==> config.mk <==
export PLATFORM = sky130hd
export DESIGN_NAME = http_request_head_parser
export DESIGN_NICKNAME = d
export VERILOG_FILES = /design/src/rtl/hrhp_pkg.sv /design/src/rtl/http_request_head_parser.sv /design/src/rtl/hrhp_core.sv
export VERILOG_INCLUDE_DIRS = /design/src /design/src/rtl
export SDC_FILE = /design/constraint.sdc
export NUM_CORES = 1
export LEC_CHECK = 0
export BUFFER_PORTS_ARGS = -buffer_cell sky130_fd_sc_hd__buf_2
export CORE_MARGIN = 2
export CORE_UTILIZATION = 62
export CTS_CLUSTER_DIAMETER = 50
export CTS_CLUSTER_SIZE = 40
export DETAILED_ROUTE_END_ITERATION = 7
export PLACE_DENSITY = 0.82
export SLEW_MARGIN = 10
export SYNTH_ARGS = -nofsm -noshare
export SYNTH_HDL_FRONTEND = slang
export SYNTH_SLANG_ARGS = --single-unit
==> constraint.sdc <==
create_clock -name i_clk -period 13.4 [get_ports i_clk]
set_clock_uncertainty 0.1 [all_clocks]
set_input_delay 0.67 -clock i_clk [delete_from_list [all_inputs] [get_ports i_clk]]
set_output_delay 0.67 -clock i_clk [all_outputs]
set_load 0.02 [all_outputs]
==> src/rtl/http_request_head_parser_assert.svh <==
// Assertion macros used by the request head parser top level.
`ifndef HTTP_REQUEST_HEAD_PARSER_ASSERT_SVH
`define HTTP_REQUEST_HEAD_PARSER_ASSERT_SVH

// Condition that must hold at every clock edge out of reset.
`define HRHP_ASSERT_ALWAYS(name, cond, msg) \
    name: assert property (@(posedge i_clk) disable iff (!i_rst_n) (cond)) else $error(msg);

// Condition that must hold in the cycle after a trigger.
`define HRHP_ASSERT_NEXT(name, trig, cond, msg) \
    name: assert property (@(posedge i_clk) disable iff (!i_rst_n) (trig) |=> (cond)) \
        else $error(msg);

`endif

==> src/rtl/hrhp_pkg.sv <==
// Types, codes and helper functions of the HTTP request head parser.
`timescale 1ns / 1ps

package hrhp_pkg;

    localparam logic [7:0] ASCII_NUL   = 8'h00;
    localparam logic [7:0] ASCII_LF    = 8'h0A;
    localparam logic [7:0] ASCII_CR    = 8'h0D;
    localparam logic [7:0] ASCII_SP    = 8'h20;
    localparam logic [7:0] ASCII_SLASH = 8'h2F;
    localparam logic [7:0] ASCII_DOT   = 8'h2E;
    localparam logic [7:0] ASCII_COLON = 8'h3A;
    localparam logic [7:0] ASCII_0     = 8'h30;
    localparam logic [7:0] ASCII_1     = 8'h31;
    localparam logic [7:0] ASCII_9     = 8'h39;
    localparam logic [7:0] ASCII_A     = 8'h41;
    localparam logic [7:0] ASCII_Z     = 8'h5A;
    localparam logic [7:0] ASCII_H     = 8'h48;
    localparam logic [7:0] ASCII_T     = 8'h54;
    localparam logic [7:0] ASCII_P     = 8'h50;

    localparam int unsigned NUM_W     = 10;
    localparam int unsigned VER_W     = 20;
    localparam logic [NUM_W-1:0] DIGIT_LIMIT   = 10'd999;
    localparam logic [NUM_W-1:0] MISSING_MINOR = 10'd9;
    localparam logic [VER_W-1:0] VERSION_SCALE = 20'd1000;

    typedef enum logic [4:0] {
        PH_R_START      = 5'd0,
        PH_R_METHOD     = 5'd1,
        PH_R_SP_URI     = 5'd2,
        PH_R_URI        = 5'd3,
        PH_R_HTTP09     = 5'd4,
        PH_R_H          = 5'd5,
        PH_R_HT         = 5'd6,
        PH_R_HTT        = 5'd7,
        PH_R_HTTP       = 5'd8,
        PH_R_MAJ1       = 5'd9,
        PH_R_MAJ        = 5'd10,
        PH_R_MIN1       = 5'd11,
        PH_R_MIN        = 5'd12,
        PH_R_SP_AFTER   = 5'd13,
        PH_R_ALMOST     = 5'd14,
        PH_H_START      = 5'd15,
        PH_H_NAME       = 5'd16,
        PH_H_SP_BEFORE  = 5'd17,
        PH_H_VALUE      = 5'd18,
        PH_H_SP_AFTER   = 5'd19,
        PH_H_ALMOST     = 5'd20,
        PH_H_END_ALMOST = 5'd21,
        PH_DONE         = 5'd22,
        PH_DEAD         = 5'd23
    } t_phase;

    typedef enum logic [2:0] {
        ROLE_NONE      = 3'd0,
        ROLE_METHOD    = 3'd1,
        ROLE_URI       = 3'd2,
        ROLE_URI_SP    = 3'd3,
        ROLE_HDR_NAME  = 3'd4,
        ROLE_HDR_VALUE = 3'd5,
        ROLE_VALUE_SP  = 3'd6
    } t_role;

    typedef enum logic [3:0] {
        EV_NONE       = 4'd0,
        EV_METHOD     = 4'd1,
        EV_LINE_OK    = 4'd2,
        EV_STORED     = 4'd3,
        EV_DROPPED    = 4'd4,
        EV_HDRS_DONE  = 4'd5,
        EV_BAD_REQ    = 4'd6,
        EV_BAD_HDR    = 4'd7,
        EV_INCOMPLETE = 4'd8
    } t_event;

    // Per-byte verdict handed from the parser core to the output register.
    typedef struct packed {
        logic [VER_W-1:0] version;
        t_event           event_code;
        t_role            role;
    } t_result;

    function automatic logic is_upper(input logic [7:0] b);
        return (b >= ASCII_A) && (b <= ASCII_Z);
    endfunction

    function automatic logic is_digit(input logic [7:0] b);
        return (b >= ASCII_0) && (b <= ASCII_9);
    endfunction

    // Append one decimal digit, saturating at the limit.
    function automatic logic [NUM_W-1:0] add_digit(input logic [NUM_W-1:0] cur,
                                                   input logic [3:0] d);
        logic [13:0] v;
        v = 14'(cur) * 14'd10 + 14'(d);
        return (v > 14'(DIGIT_LIMIT)) ? DIGIT_LIMIT : v[NUM_W-1:0];
    endfunction

endpackage

==> src/rtl/http_request_head_parser.sv <==
// A byte accepted into the input register is classified by the core and moved into the
// result register once that is free or draining. Throughput: one byte per cycle while
// results are taken, set by the single-pass parser between input and result registers;
// while a result waits downstream the input register takes one byte, then stalls.
// Reset (synchronous, active low): both pipeline stages empty, parser at request line start.
`timescale 1ns / 1ps
`include "http_request_head_parser_assert.svh"

module http_request_head_parser (
    input  logic        i_clk,
    input  logic        i_rst_n,
    input  logic        s_axis_tvalid,
    output logic        s_axis_tready,
    input  logic [7:0]  s_axis_tdata,   // [7:0] byte_value
    input  logic        s_axis_tlast,   // end_of_packet
    output logic        m_axis_tvalid,
    input  logic        m_axis_tready,
    output logic [31:0] m_axis_tdata,   // [7:0] echo_byte, [27:8] http_version, [31:28] zero
    output logic [6:0]  m_axis_tuser    // [2:0] byte_role, [6:3] event_code
);

    logic              r_in_valid;
    logic [7:0]        r_in_byte;
    logic              r_in_last;
    logic              r_out_valid;
    logic [7:0]        r_out_byte;
    hrhp_pkg::t_result r_out;
    hrhp_pkg::t_result w_result;
    logic              w_advance;
    logic              w_version_ok;
    logic              w_token_ok;

    // Move a byte into the result register when that register is free or draining
    assign w_advance     = r_in_valid && (!r_out_valid || m_axis_tready);
    assign s_axis_tready = !r_in_valid || w_advance;

    // Input register
    always_ff @(posedge i_clk) begin
        if (!i_rst_n) begin
            r_in_valid <= 1'b0;
        end else if (s_axis_tready) begin
            r_in_valid <= s_axis_tvalid;
        end
    end

    always_ff @(posedge i_clk) begin
        if (s_axis_tvalid && s_axis_tready) begin
            r_in_byte <= s_axis_tdata;
            r_in_last <= s_axis_tlast;
        end
    end

    hrhp_core u_core (
        .i_clk    (i_clk),
        .i_rst_n  (i_rst_n),
        .i_step   (w_advance),
        .i_byte   (r_in_byte),
        .i_eop    (r_in_last),
        .o_result (w_result)
    );

    // Result register
    always_ff @(posedge i_clk) begin
        if (!i_rst_n) begin
            r_out_valid <= 1'b0;
        end else if (w_advance) begin
            r_out_valid <= 1'b1;
        end else if (m_axis_tready) begin
            r_out_valid <= 1'b0;
        end
    end

    always_ff @(posedge i_clk) begin
        if (w_advance) begin
            r_out_byte <= r_in_byte;
            r_out      <= w_result;
        end
    end

    assign m_axis_tvalid = r_out_valid;
    assign m_axis_tdata  = {4'b0000, r_out.version, r_out_byte};
    assign m_axis_tuser  = {r_out.event_code, r_out.role};

    // Checked properties of the held result
    assign w_version_ok = (r_out.version == '0) || (r_out.event_code == hrhp_pkg::EV_LINE_OK);
    assign w_token_ok   = (r_out.role == hrhp_pkg::ROLE_NONE)
                       || (r_out.event_code == hrhp_pkg::EV_NONE)
                       || (r_out.event_code == hrhp_pkg::EV_INCOMPLETE);

    `HRHP_ASSERT_NEXT(a_advance_fills_out, w_advance, r_out_valid, "advanced byte lost")
    `HRHP_ASSERT_NEXT(a_in_held_on_stall, r_in_valid && !w_advance, r_in_valid, "stalled byte lost")
    `HRHP_ASSERT_ALWAYS(a_version_only_line_ok, !r_out_valid || w_version_ok, "stray version")
    `HRHP_ASSERT_ALWAYS(a_token_no_event, !r_out_valid || w_token_ok, "token byte with event")

endmodule

==> src/rtl/hrhp_core.sv <==
// Parser state machine: classifies one byte per step and tracks the version.
`timescale 1ns / 1ps

module hrhp_core (
    input  logic                i_clk,
    input  logic                i_rst_n,
    input  logic                i_step,
    input  logic [7:0]          i_byte,
    input  logic                i_eop,
    output hrhp_pkg::t_result   o_result
);

    hrhp_pkg::t_phase            r_phase, n_phase;
    logic [hrhp_pkg::NUM_W-1:0]  r_major, n_major;
    logic [hrhp_pkg::NUM_W-1:0]  r_minor, n_minor;
    logic                        r_value_present, n_value_present;

    hrhp_pkg::t_phase            w_phase;
    hrhp_pkg::t_role             w_role;
    hrhp_pkg::t_event            w_event;
    logic [3:0]                  w_digit;

    assign w_digit = i_byte[3:0];

    // Next state of the parse machine for the current byte
    always_comb begin
        w_phase         = r_phase;
        n_major         = r_major;
        n_minor         = r_minor;
        n_value_present = r_value_present;
        w_event         = hrhp_pkg::EV_NONE;
        unique case (r_phase)
            hrhp_pkg::PH_R_START: begin
                if (hrhp_pkg::is_upper(i_byte)) begin
                    w_phase = hrhp_pkg::PH_R_METHOD;
                end else begin
                    w_event = hrhp_pkg::EV_BAD_REQ;
                    w_phase = hrhp_pkg::PH_DEAD;
                end
            end
            hrhp_pkg::PH_R_METHOD: begin
                if (i_byte == hrhp_pkg::ASCII_SP) begin
                    w_event = hrhp_pkg::EV_METHOD;
                    w_phase = hrhp_pkg::PH_R_SP_URI;
                end else if (!hrhp_pkg::is_upper(i_byte)) begin
                    w_event = hrhp_pkg::EV_BAD_REQ;
                    w_phase = hrhp_pkg::PH_DEAD;
                end
            end
            hrhp_pkg::PH_R_SP_URI: begin
                if (i_byte != hrhp_pkg::ASCII_SP) begin
                    w_phase = hrhp_pkg::PH_R_URI;
                end
            end
            hrhp_pkg::PH_R_URI, hrhp_pkg::PH_R_HTTP09: begin
                priority if (i_byte == hrhp_pkg::ASCII_SP) begin
                    w_phase = hrhp_pkg::PH_R_HTTP09;
                end else if (i_byte == hrhp_pkg::ASCII_CR) begin
                    n_minor = hrhp_pkg::MISSING_MINOR;
                    w_phase = hrhp_pkg::PH_R_ALMOST;
                end else if (i_byte == hrhp_pkg::ASCII_LF) begin
                    n_minor = hrhp_pkg::MISSING_MINOR;
                    w_event = hrhp_pkg::EV_LINE_OK;
                    w_phase = hrhp_pkg::PH_H_START;
                end else if (r_phase == hrhp_pkg::PH_R_URI && i_byte == hrhp_pkg::ASCII_NUL) begin
                    w_event = hrhp_pkg::EV_BAD_REQ;
                    w_phase = hrhp_pkg::PH_DEAD;
                end else if (r_phase == hrhp_pkg::PH_R_HTTP09 && i_byte == hrhp_pkg::ASCII_H) begin
                    w_phase = hrhp_pkg::PH_R_H;
                end else begin
                    w_phase = hrhp_pkg::PH_R_URI;
                end
            end
            hrhp_pkg::PH_R_H: begin
                if (i_byte == hrhp_pkg::ASCII_T) begin
                    w_phase = hrhp_pkg::PH_R_HT;
                end else begin
                    w_event = hrhp_pkg::EV_BAD_REQ;
                    w_phase = hrhp_pkg::PH_DEAD;
                end
            end
            hrhp_pkg::PH_R_HT: begin
                if (i_byte == hrhp_pkg::ASCII_T) begin
                    w_phase = hrhp_pkg::PH_R_HTT;
                end else begin
                    w_event = hrhp_pkg::EV_BAD_REQ;
                    w_phase = hrhp_pkg::PH_DEAD;
                end
            end
            hrhp_pkg::PH_R_HTT: begin
                if (i_byte == hrhp_pkg::ASCII_P) begin
                    w_phase = hrhp_pkg::PH_R_HTTP;
                end else begin
                    w_event = hrhp_pkg::EV_BAD_REQ;
                    w_phase = hrhp_pkg::PH_DEAD;
                end
            end
            hrhp_pkg::PH_R_HTTP: begin
                if (i_byte == hrhp_pkg::ASCII_SLASH) begin
                    w_phase = hrhp_pkg::PH_R_MAJ1;
                end else begin
                    w_event = hrhp_pkg::EV_BAD_REQ;
                    w_phase = hrhp_pkg::PH_DEAD;
                end
            end
            hrhp_pkg::PH_R_MAJ1: begin
                if (i_byte >= hrhp_pkg::ASCII_1 && i_byte <= hrhp_pkg::ASCII_9) begin
                    n_major = hrhp_pkg::NUM_W'(w_digit);
                    w_phase = hrhp_pkg::PH_R_MAJ;
                end else begin
                    w_event = hrhp_pkg::EV_BAD_REQ;
                    w_phase = hrhp_pkg::PH_DEAD;
                end
            end
            hrhp_pkg::PH_R_MAJ: begin
                if (i_byte == hrhp_pkg::ASCII_DOT) begin
                    w_phase = hrhp_pkg::PH_R_MIN1;
                end else if (hrhp_pkg::is_digit(i_byte)) begin
                    n_major = hrhp_pkg::add_digit(r_major, w_digit);
                end else begin
                    w_event = hrhp_pkg::EV_BAD_REQ;
                    w_phase = hrhp_pkg::PH_DEAD;
                end
            end
            hrhp_pkg::PH_R_MIN1: begin
                if (hrhp_pkg::is_digit(i_byte)) begin
                    n_minor = hrhp_pkg::NUM_W'(w_digit);
                    w_phase = hrhp_pkg::PH_R_MIN;
                end else begin
                    w_event = hrhp_pkg::EV_BAD_REQ;
                    w_phase = hrhp_pkg::PH_DEAD;
                end
            end
            hrhp_pkg::PH_R_MIN: begin
                priority if (i_byte == hrhp_pkg::ASCII_CR) begin
                    w_phase = hrhp_pkg::PH_R_ALMOST;
                end else if (i_byte == hrhp_pkg::ASCII_LF) begin
                    w_event = hrhp_pkg::EV_LINE_OK;
                    w_phase = hrhp_pkg::PH_H_START;
                end else if (i_byte == hrhp_pkg::ASCII_SP) begin
                    w_phase = hrhp_pkg::PH_R_SP_AFTER;
                end else if (hrhp_pkg::is_digit(i_byte)) begin
                    n_minor = hrhp_pkg::add_digit(r_minor, w_digit);
                end else begin
                    w_event = hrhp_pkg::EV_BAD_REQ;
                    w_phase = hrhp_pkg::PH_DEAD;
                end
            end
            hrhp_pkg::PH_R_SP_AFTER: begin
                priority if (i_byte == hrhp_pkg::ASCII_SP) begin
                    w_phase = hrhp_pkg::PH_R_SP_AFTER;
                end else if (i_byte == hrhp_pkg::ASCII_CR) begin
                    w_phase = hrhp_pkg::PH_R_ALMOST;
                end else if (i_byte == hrhp_pkg::ASCII_LF) begin
                    w_event = hrhp_pkg::EV_LINE_OK;
                    w_phase = hrhp_pkg::PH_H_START;
                end else begin
                    w_event = hrhp_pkg::EV_BAD_REQ;
                    w_phase = hrhp_pkg::PH_DEAD;
                end
            end
            hrhp_pkg::PH_R_ALMOST: begin
                if (i_byte == hrhp_pkg::ASCII_LF) begin
                    w_event = hrhp_pkg::EV_LINE_OK;
                    w_phase = hrhp_pkg::PH_H_START;
                end else begin
                    w_event = hrhp_pkg::EV_BAD_REQ;
                    w_phase = hrhp_pkg::PH_DEAD;
                end
            end
            hrhp_pkg::PH_H_START: begin
                n_value_present = 1'b0;
                priority if (i_byte == hrhp_pkg::ASCII_CR) begin
                    w_phase = hrhp_pkg::PH_H_END_ALMOST;
                end else if (i_byte == hrhp_pkg::ASCII_LF) begin
                    w_event = hrhp_pkg::EV_HDRS_DONE;
                    w_phase = hrhp_pkg::PH_DONE;
                end else begin
                    w_phase = hrhp_pkg::PH_H_NAME;
                end
            end
            hrhp_pkg::PH_H_NAME: begin
                priority if (i_byte == hrhp_pkg::ASCII_COLON) begin
                    w_phase = hrhp_pkg::PH_H_SP_BEFORE;
                end else if (i_byte == hrhp_pkg::ASCII_CR) begin
                    w_phase = hrhp_pkg::PH_H_ALMOST;
                end else if (i_byte == hrhp_pkg::ASCII_LF) begin
                    w_event = hrhp_pkg::EV_DROPPED;
                    w_phase = hrhp_pkg::PH_H_START;
                end else begin
                    w_phase = hrhp_pkg::PH_H_NAME;
                end
            end
            hrhp_pkg::PH_H_SP_BEFORE, hrhp_pkg::PH_H_VALUE, hrhp_pkg::PH_H_SP_AFTER: begin
                priority if (i_byte == hrhp_pkg::ASCII_SP) begin
                    if (r_phase != hrhp_pkg::PH_H_SP_BEFORE) begin
                        w_phase = hrhp_pkg::PH_H_SP_AFTER;
                    end
                end else if (i_byte == hrhp_pkg::ASCII_CR) begin
                    w_phase = hrhp_pkg::PH_H_ALMOST;
                end else if (i_byte == hrhp_pkg::ASCII_LF) begin
                    w_event = hrhp_pkg::EV_DROPPED;
                    w_phase = hrhp_pkg::PH_H_START;
                end else if (i_byte == hrhp_pkg::ASCII_NUL) begin
                    w_event = hrhp_pkg::EV_BAD_HDR;
                    w_phase = hrhp_pkg::PH_DEAD;
                end else begin
                    n_value_present = 1'b1;
                    w_phase         = hrhp_pkg::PH_H_VALUE;
                end
            end
            hrhp_pkg::PH_H_ALMOST: begin
                if (i_byte == hrhp_pkg::ASCII_LF) begin
                    w_event = r_value_present ? hrhp_pkg::EV_STORED : hrhp_pkg::EV_DROPPED;
                    w_phase = hrhp_pkg::PH_H_START;
                end else if (i_byte != hrhp_pkg::ASCII_CR) begin
                    w_event = hrhp_pkg::EV_BAD_HDR;
                    w_phase = hrhp_pkg::PH_DEAD;
                end
            end
            hrhp_pkg::PH_H_END_ALMOST: begin
                if (i_byte == hrhp_pkg::ASCII_LF) begin
                    w_event = hrhp_pkg::EV_HDRS_DONE;
                    w_phase = hrhp_pkg::PH_DONE;
                end else if (i_byte != hrhp_pkg::ASCII_CR) begin
                    w_event = hrhp_pkg::EV_BAD_HDR;
                    w_phase = hrhp_pkg::PH_DEAD;
                end
            end
            default: begin
                // Head finished or rejected: ignore bytes until packet end
                w_phase = r_phase;
            end
        endcase

        // Packet end rewinds to the request line
        n_phase = w_phase;
        if (i_eop) begin
            n_phase         = hrhp_pkg::PH_R_START;
            n_major         = '0;
            n_minor         = '0;
            n_value_present = 1'b0;
        end
    end

    // Byte role: token bytes carry their token class, syntax bytes none
    always_comb begin
        w_role = hrhp_pkg::ROLE_NONE;
        unique case (r_phase)
            hrhp_pkg::PH_R_START, hrhp_pkg::PH_R_METHOD: begin
                if (hrhp_pkg::is_upper(i_byte)) begin
                    w_role = hrhp_pkg::ROLE_METHOD;
                end
            end
            hrhp_pkg::PH_R_SP_URI: begin
                if (i_byte != hrhp_pkg::ASCII_SP) begin
                    w_role = hrhp_pkg::ROLE_URI;
                end
            end
            hrhp_pkg::PH_R_URI, hrhp_pkg::PH_R_HTTP09: begin
                if (w_phase == hrhp_pkg::PH_R_HTTP09) begin
                    w_role = hrhp_pkg::ROLE_URI_SP;
                end else if (w_phase == hrhp_pkg::PH_R_URI) begin
                    w_role = hrhp_pkg::ROLE_URI;
                end
            end
            hrhp_pkg::PH_H_START, hrhp_pkg::PH_H_NAME: begin
                if (w_phase == hrhp_pkg::PH_H_NAME) begin
                    w_role = hrhp_pkg::ROLE_HDR_NAME;
                end
            end
            hrhp_pkg::PH_H_SP_BEFORE, hrhp_pkg::PH_H_VALUE, hrhp_pkg::PH_H_SP_AFTER: begin
                if (w_phase == hrhp_pkg::PH_H_SP_AFTER) begin
                    w_role = hrhp_pkg::ROLE_VALUE_SP;
                end else if (w_phase == hrhp_pkg::PH_H_VALUE) begin
                    w_role = hrhp_pkg::ROLE_HDR_VALUE;
                end
            end
            default: begin
                w_role = hrhp_pkg::ROLE_NONE;
            end
        endcase
    end

    // Event and version; an unfinished head at packet end overrides the event
    always_comb begin
        o_result.role       = w_role;
        o_result.event_code = w_event;
        o_result.version    = '0;
        if (w_event == hrhp_pkg::EV_LINE_OK) begin
            o_result.version = hrhp_pkg::VER_W'(r_major) * hrhp_pkg::VERSION_SCALE
                             + hrhp_pkg::VER_W'(n_minor);
        end
        if (i_eop && w_phase != hrhp_pkg::PH_DONE && w_phase != hrhp_pkg::PH_DEAD) begin
            o_result.event_code = hrhp_pkg::EV_INCOMPLETE;
            o_result.version    = '0;
        end
    end

    // Commit state on each processed byte
    always_ff @(posedge i_clk) begin
        if (!i_rst_n) begin
            r_phase         <= hrhp_pkg::PH_R_START;
            r_major         <= '0;
            r_minor         <= '0;
            r_value_present <= 1'b0;
        end else if (i_step) begin
            r_phase         <= n_phase;
            r_major         <= n_major;
            r_minor         <= n_minor;
            r_value_present <= n_value_present;
        end
    end

endmodule
* Yosys cells after proc, flatten, opt, wreduce, memory -nomap -nowiden
Cells that the tools add are included.
** Storage, ports and cells
- Bits in registers :: 72
- Input port bits :: 13
** Cells by class
- Equal/unequal tests :: 48
- Bitwise gates (word level) :: 1
- Add/sub/neg operators :: 3
- Reduce and logical (&&, ||, !) cells :: 26
- Multipliers :: 3
- Mux-type cells :: 103
- Order comparisons :: 7
** Operators with widths (number)
- 2-to-1 mux 5 bit :: 34
- 2-to-1 mux 10 bit :: 15
- one-hot mux 5 bit (19 select lines) :: 1
- 2-to-1 mux 4 bit :: 17
- one-hot mux 4 bit (17 select lines) :: 1
- 2-to-1 mux 3 bit :: 21
- == test 5 bit (second input constant) :: 9
- == test 5 x 4 -> 1 bit (second input constant) :: 8
- == test 8 x 6 -> 1 bit (second input constant) :: 4
- one-hot mux 10 bit (3 select lines) :: 1
- adder 14 x 4 -> 14 bit :: 2
- greater-than comparator 14 x 10 -> 1 bit (second input constant) :: 2
- multiplier 10 x 3 -> 13 bit (second input constant) :: 2
- == test 5 x 3 -> 1 bit (second input constant) :: 5
- == test 8 x 7 -> 1 bit (second input constant) :: 3
- adder 20 x 10 -> 20 bit :: 1
- one-hot mux 10 bit (2 select lines) :: 1
- multiplier 10 x 7 -> 17 bit (second input constant) :: 1
- == test 8 x 4 -> 1 bit (second input constant) :: 2
- >= comparator 8 x 6 -> 1 bit (second input constant) :: 2
- == test 5 x 2 -> 1 bit (second input constant) :: 3
- inequality test 3 bit (second input constant) :: 5
- inequality test 5 bit (second input constant) :: 3
- one-hot mux 3 bit (5 select lines) :: 1
- other kinds (23) :: 47

* Logic depth before layout (Yosys ltp)
- Depth after elaboration :: 12
- Depth in mapped cells :: 24

* By module
Synthesis repeated with hierarchy kept, for this count alone.
** Unflattened totals
- Cells, all modules :: 887
- Area total of the unflattened synthesis :: 7783.7 µm²
** Modules (own cells, without submodules)
- hrhp_core :: cells each 829, times used 1, area an instance 6324.8 µm²
- http_request_head_parser :: cells each 58, times used 1, area an instance 1458.9 µm²

* Least setup slack after synthesis
No wires, ideal clock.
- Path kind :: register to register
- Start point :: reg u_core.r_minor[1] (netlist name)
- End point :: reg r_out, in the netlist m_axis_tdata[27], data pin
- Required time :: 13162 ps
- Buffers on the path :: 0
- Period minus slack after synthesis :: 5253 ps
- Cell stages (with the launch flop) :: 24
- Data arrival time :: 5014 ps
- Library setup time :: 138 ps
- Slack :: 8147 ps
- Cells stage by stage :: dfxtp_1 -> ha_1 -> ha_1 -> inv_1 -> fa_1 -> xor2_1 -> nor3_1 -> nand4_1 -> xor2_1 -> or4_1 -> nand4_1 -> o21a_1 -> nor2_1 -> ha_1 -> fa_1 -> a21o_1 -> a21oi_1 -> nor2_1 -> o31a_1 -> o211ai_1 -> nor2_1 -> nand4_1 -> xnor3_1 -> nor2_1
** On the way
- Word-level cells in the longest chain between the ends :: 11
- Elaborated cells between the ends (all ways) :: 15
- Those cells by class :: 2 x add/sub; 1 x mul; 1 x order compare; 11 x mux
** RTL lines
- start, declared :: RTL line hrhp_core.sv:15 : logic [hrhp_pkg::NUM_W-1:0] r_minor, n_minor;
- start signal, assigned :: RTL line hrhp_core.sv:310 : r_minor <= n_minor;
- multiplier 10 x 3 -> 13 bit (*) :: RTL line hrhp_pkg.sv:96 : v = 14'(cur) * 14'd10 + 14'(d);
- adder 14 x 4 -> 14 bit (*) :: RTL line hrhp_pkg.sv:96
- greater-than comparator 14 x 10 -> 1 bit :: RTL line hrhp_pkg.sv:97 : return (v > 14'(DIGIT_LIMIT)) ? DIGIT_LIMIT : v[NUM_W-1:0];
- 2-to-1 mux 10 bit (*) :: RTL line hrhp_pkg.sv:97
- 2-to-1 mux 10 bit (*) :: RTL line hrhp_core.sv:142 : end else if (hrhp_pkg::is_digit(i_byte)) begin
- 2-to-1 mux 10 bit (*) :: RTL line hrhp_core.sv:140 : end else if (i_byte == hrhp_pkg::ASCII_SP) begin
- 2-to-1 mux 10 bit (*) :: RTL line hrhp_core.sv:137 : end else if (i_byte == hrhp_pkg::ASCII_LF) begin
- 2-to-1 mux 10 bit (*) :: RTL line hrhp_core.sv:135 : priority if (i_byte == hrhp_pkg::ASCII_CR) begin
- one-hot mux 10 bit (3 select lines) (*) :: RTL line hrhp_core.sv:32 : unique case (r_phase)
- 2-to-1 mux 10 bit (*) :: RTL line hrhp_core.sv:238 : if (i_eop) begin
- named net u_core.n_minor (one bit) :: RTL line hrhp_core.sv:15
- adder 20 x 10 -> 20 bit (*) :: RTL line hrhp_core.sv:292 : + hrhp_pkg::VER_W'(n_minor);
- end signal, assigned :: RTL line http_request_head_parser.sv:76 : r_out <= w_result;
- end, declared :: RTL line http_request_head_parser.sv:27 : hrhp_pkg::t_result r_out;
The timed path passes the listed nets; every way through them passes the cells marked *.
A chain may end at the register's enable or synchronous reset.

* Worst setup path in the final report
Same ends and word-level chain as after synthesis.

==> results.sh <==
export IMPL_status="completed"
export IMPL_leakagePower_uw=0.00364
export IMPL_hp_class="in -> reg"
export IMPL_ioPinCount=54
export IMPL_post_cts_resized=0
export IMPL_period_share_pct=44.1
export IMPL_die_x_microns=116
export IMPL_cts_clk_slew_worst_paths_ns=0.06
export IMPL_totalPowerFinal_uw=570
export IMPL_placed_cell_area_sq_um=8060
export IMPL_maxSlewHeadroom_pct=22.8
export IMPL_holdBufCountCts=0
export IMPL_num_nets_final=1064
export IMPL_synth_compound_area_share_pct=19.6
export IMPL_cts_tree="built"
export IMPL_first_pass_iters=5
export IMPL_n_antenna_cell=0
export IMPL_cts_sinks=72
export IMPL_synth_ff_type="edfxtp_1"
export IMPL_synth_top_family_by_area="adder cells"
export IMPL_grt_usage_pct=30.6
export IMPL_yosys_area_share_xor_xnor_pct=5.29
export IMPL_h_tree_depth=3
export IMPL_critPathMaxFanout=7
export IMPL_hold_violations=0
export IMPL_synth_edf_count=44
export IMPL_setup_viol=0
export IMPL_io_buffers=49
export IMPL_ys_seq_elements=72
export IMPL_synthDistinctLibCells=83
export IMPL_cts_buffer_depth=2
export IMPL_cp_slowest_cell="or4_1"
export IMPL_postSynth_asyncResetShare_pct=0
export IMPL_synth_fa_ha_area_share_pct=22.9
export IMPL_rsz0062_at_grt="no"
export IMPL_synth_area_top_cells="edfxtp_1 17%, ha_1 14%, fa_1 9.1%"
export IMPL_synthMuxAreaShare_pct=0.130
export IMPL_yosys_area_share_simple_pct=22.2
export IMPL_critPathArrivalTime_ns=6.00
export IMPL_antenna_found_initial=0
export IMPL_cts_buffers=9
export IMPL_place_worst_setup_slack_ns=7.58
export IMPL_clkLatencyLatePin_ns=0.35
export IMPL_first_global_vias=6400
export IMPL_coreArea_sq_um=12100
export IMPL_area_growth_synth_to_final_pct=8.22
export IMPL_antenna_left=0
export IMPL_fmax_mhz=169
export IMPL_ys_warn_count=0
export IMPL_end_kind="flip-flop"
export IMPL_place_hpwl_mm=14.9
export IMPL_ys_seq_area_share_pct=24.4
export IMPL_vias=6968
export IMPL_die_h_microns=116
export IMPL_clock_root_buffer="clkbuf_16"
export IMPL_peakVddDrop_v=0.000119
export IMPL_hold_path_startpoint="s_axis_tdata[6]"
export IMPL_finalWirelength_mm=19.7
export IMPL_yosys_top_cells_count="85 x ha_1, 85 x nor2_1, 80 x nand2_1"
export IMPL_postSynthAreaPerCell_sq_um=8.61
export IMPL_final_area_sq_um=8350
export IMPL_fillers=979
export IMPL_cpMostUsedCell="nor2_1"
export IMPL_fin_util_pct=69.2
export IMPL_rows=40
export IMPL_tns_ns=0
export IMPL_tightest_slew_ns=1.15
export IMPL_yosysTopAreaCell="edfxtp_1"
export IMPL_timing_rr_start="u_core.r_minor[1]"
export IMPL_grt_start_max_net_pins=40
export IMPL_dieArea_sq_um=13400
export IMPL_ff2ff_setup_slack_ns=7.48
export IMPL_cp_top_family="simple AND/OR/NAND/NOR gates"
export IMPL_grt_pass1_wl_mm=31.9
export IMPL_max_stage_delay_ns=0.54
export IMPL_overflow=0
export IMPL_required_ns=13.48
export IMPL_avgRoutedWirePerCell_microns=17.8
export IMPL_post_cts_buffers=0
export IMPL_synth_top_cell_area_share_pct=17.1
export IMPL_cp_start_kind="flip-flop"
export IMPL_syn_instance_count=896
export IMPL_crit_type="reg -> reg"
export IMPL_powerDensity_nw_per_um2=68.3
export IMPL_finalMaxSlewViolations=0
export IMPL_cap_violations=0
export IMPL_viasPerCell=6.31
export IMPL_drt_initial_drc_count=593
export IMPL_cp_cell_sequence="ha_1 > ha_1 > inv_1 > fa_1 > xor2_1 > nor3_1 > nand4_1 > xor2_1 > or4_1 > nand4_1 > o21a_1 > nor2_1 > ha_1 > fa_1 > a21o_1 > a21oi_1 > nor2_1 > o31a_1 > o211ai_1 > nor2_1 > nand4_1 > xnor3_1 > nor2_1"
export IMPL_drive_gt1_share_pct=9.29
export IMPL_min_period_ns=5.92
export IMPL_startpoint="u_core.r_minor[1]"
export IMPL_setup_slack_ns=7.48
export IMPL_drc=0
export IMPL_initial_core_util_pct=64.0
export IMPL_syn_cell_area_sq_um=7720
export IMPL_critPathBufInv=1
export IMPL_place_gp_congestion=1.04
## layout make-up
| cell class | count | area [sq um] | area share (%) |
|---|---|---|---|
| repair buffers | 56 | 298 | 3.57 |
| clock buffers | 11 | 233 | 2.79 |
| inverters | 65 | 244 | 2.92 |
| clock inverters | 5 | 57.6 | 0.689 |
| flip-flops and latches | 72 | 1880 | 22.5 |
| multi-input cells | 727 | 5430 | 65.0 |
| well taps | 168 | 210 | 2.52 |
## worst register-to-register path: cells and delay by family, from the launching register on
kind / cells / cell delay [ns]
AOI/OAI and AO/OA: 5 / 1.21
xor gates and xnor gates: 3 / 0.74
adders and majority gates: 5 / 1.54
buffers and inverters: 1 / 0.05
DFF: 1 / 0.38
and+or+nand+nor: 9 / 1.71
## layer usage
metal  vias up  share of wire, %  GRT usage [%]
met1      3229                44           43.0
met4         0               2.9           11.8
met2       341                44           47.1
met3        61               9.0           5.86
li1       3337                 -              -
met5         -                 0              0
## kinds of logic (layout without fill, tap and decap cells)
group,count (synthesis),after routing
buffers and inverters,100,137
XOR/XNOR,45,45
AND/OR/NAND/NOR,328,328
AO/OA/AOI/OAI,229,229
multiplexers,1,1
adder cells (fa/ha/maj),120,120
flip-flops,72,72
other,1,4
## registers in the layout, summed over array words and instances, names as in the netlist
signal                  flops
m_axis_tdata               20
m_axis_tuser                7
m_axis_tvalid               1
r_in_byte                   8
r_in_last                   1
r_in_valid                  1
r_out_byte                  8
u_core.r_major             10
u_core.r_minor             10
u_core.r_phase              5
u_core.r_value_present      1
## power breakdown
group | internal [uW] | switching (uW)
sequential | 244 | 8.67
combinational | 25.5 | 53.4
clock | 144 | 94.4
## layout by cell type (no fill, tap or decap), drive strengths merged, types with 6 or more instances in the layout
cell type / synthesis / routed
a211oi: 14 / 14
nor3: 30 / 30
inv: 64 / 65
xnor2: 27 / 27
o22ai: 11 / 11
o211ai: 10 / 10
o21a: 14 / 14
buf: 16 / 56
clkbuf: 19 / 11
nor4: 10 / 10
ha: 85 / 85
o21ai: 61 / 61
xor2: 17 / 17
a21o: 14 / 14
o221ai: 7 / 7
nand3: 20 / 20
a22oi: 6 / 6
nand2b: 14 / 14
nor2b: 8 / 8
a21oi: 47 / 47
dfxtp: 28 / 28
edfxtp: 44 / 44
nand2: 80 / 80
and2: 15 / 15
nor2: 86 / 86
nand4: 11 / 11
fa: 35 / 35
and3: 7 / 7
nor3b: 6 / 6
nand3b: 7 / 7
## metrics by stage
stage                     hold slack, ns  instances
after floorplan                    0.371        899
after global placement             0.402       1088
after detailed placement           0.403       1088
after CTS                          0.387       1104
after global routing               0.384       1104
final                              0.391       1104
## path summary, 6_finish.rpt
kind	endpoint	depth (start not counted)
worst min-delay path	r_in_byte[6]	1
worst min register to register	u_core.r_minor[8]	2
worst max-delay path	m_axis_tdata[27]	23
worst max register to register	m_axis_tdata[27]	23
No activity file was read; power rests on OpenSTA's default activity.
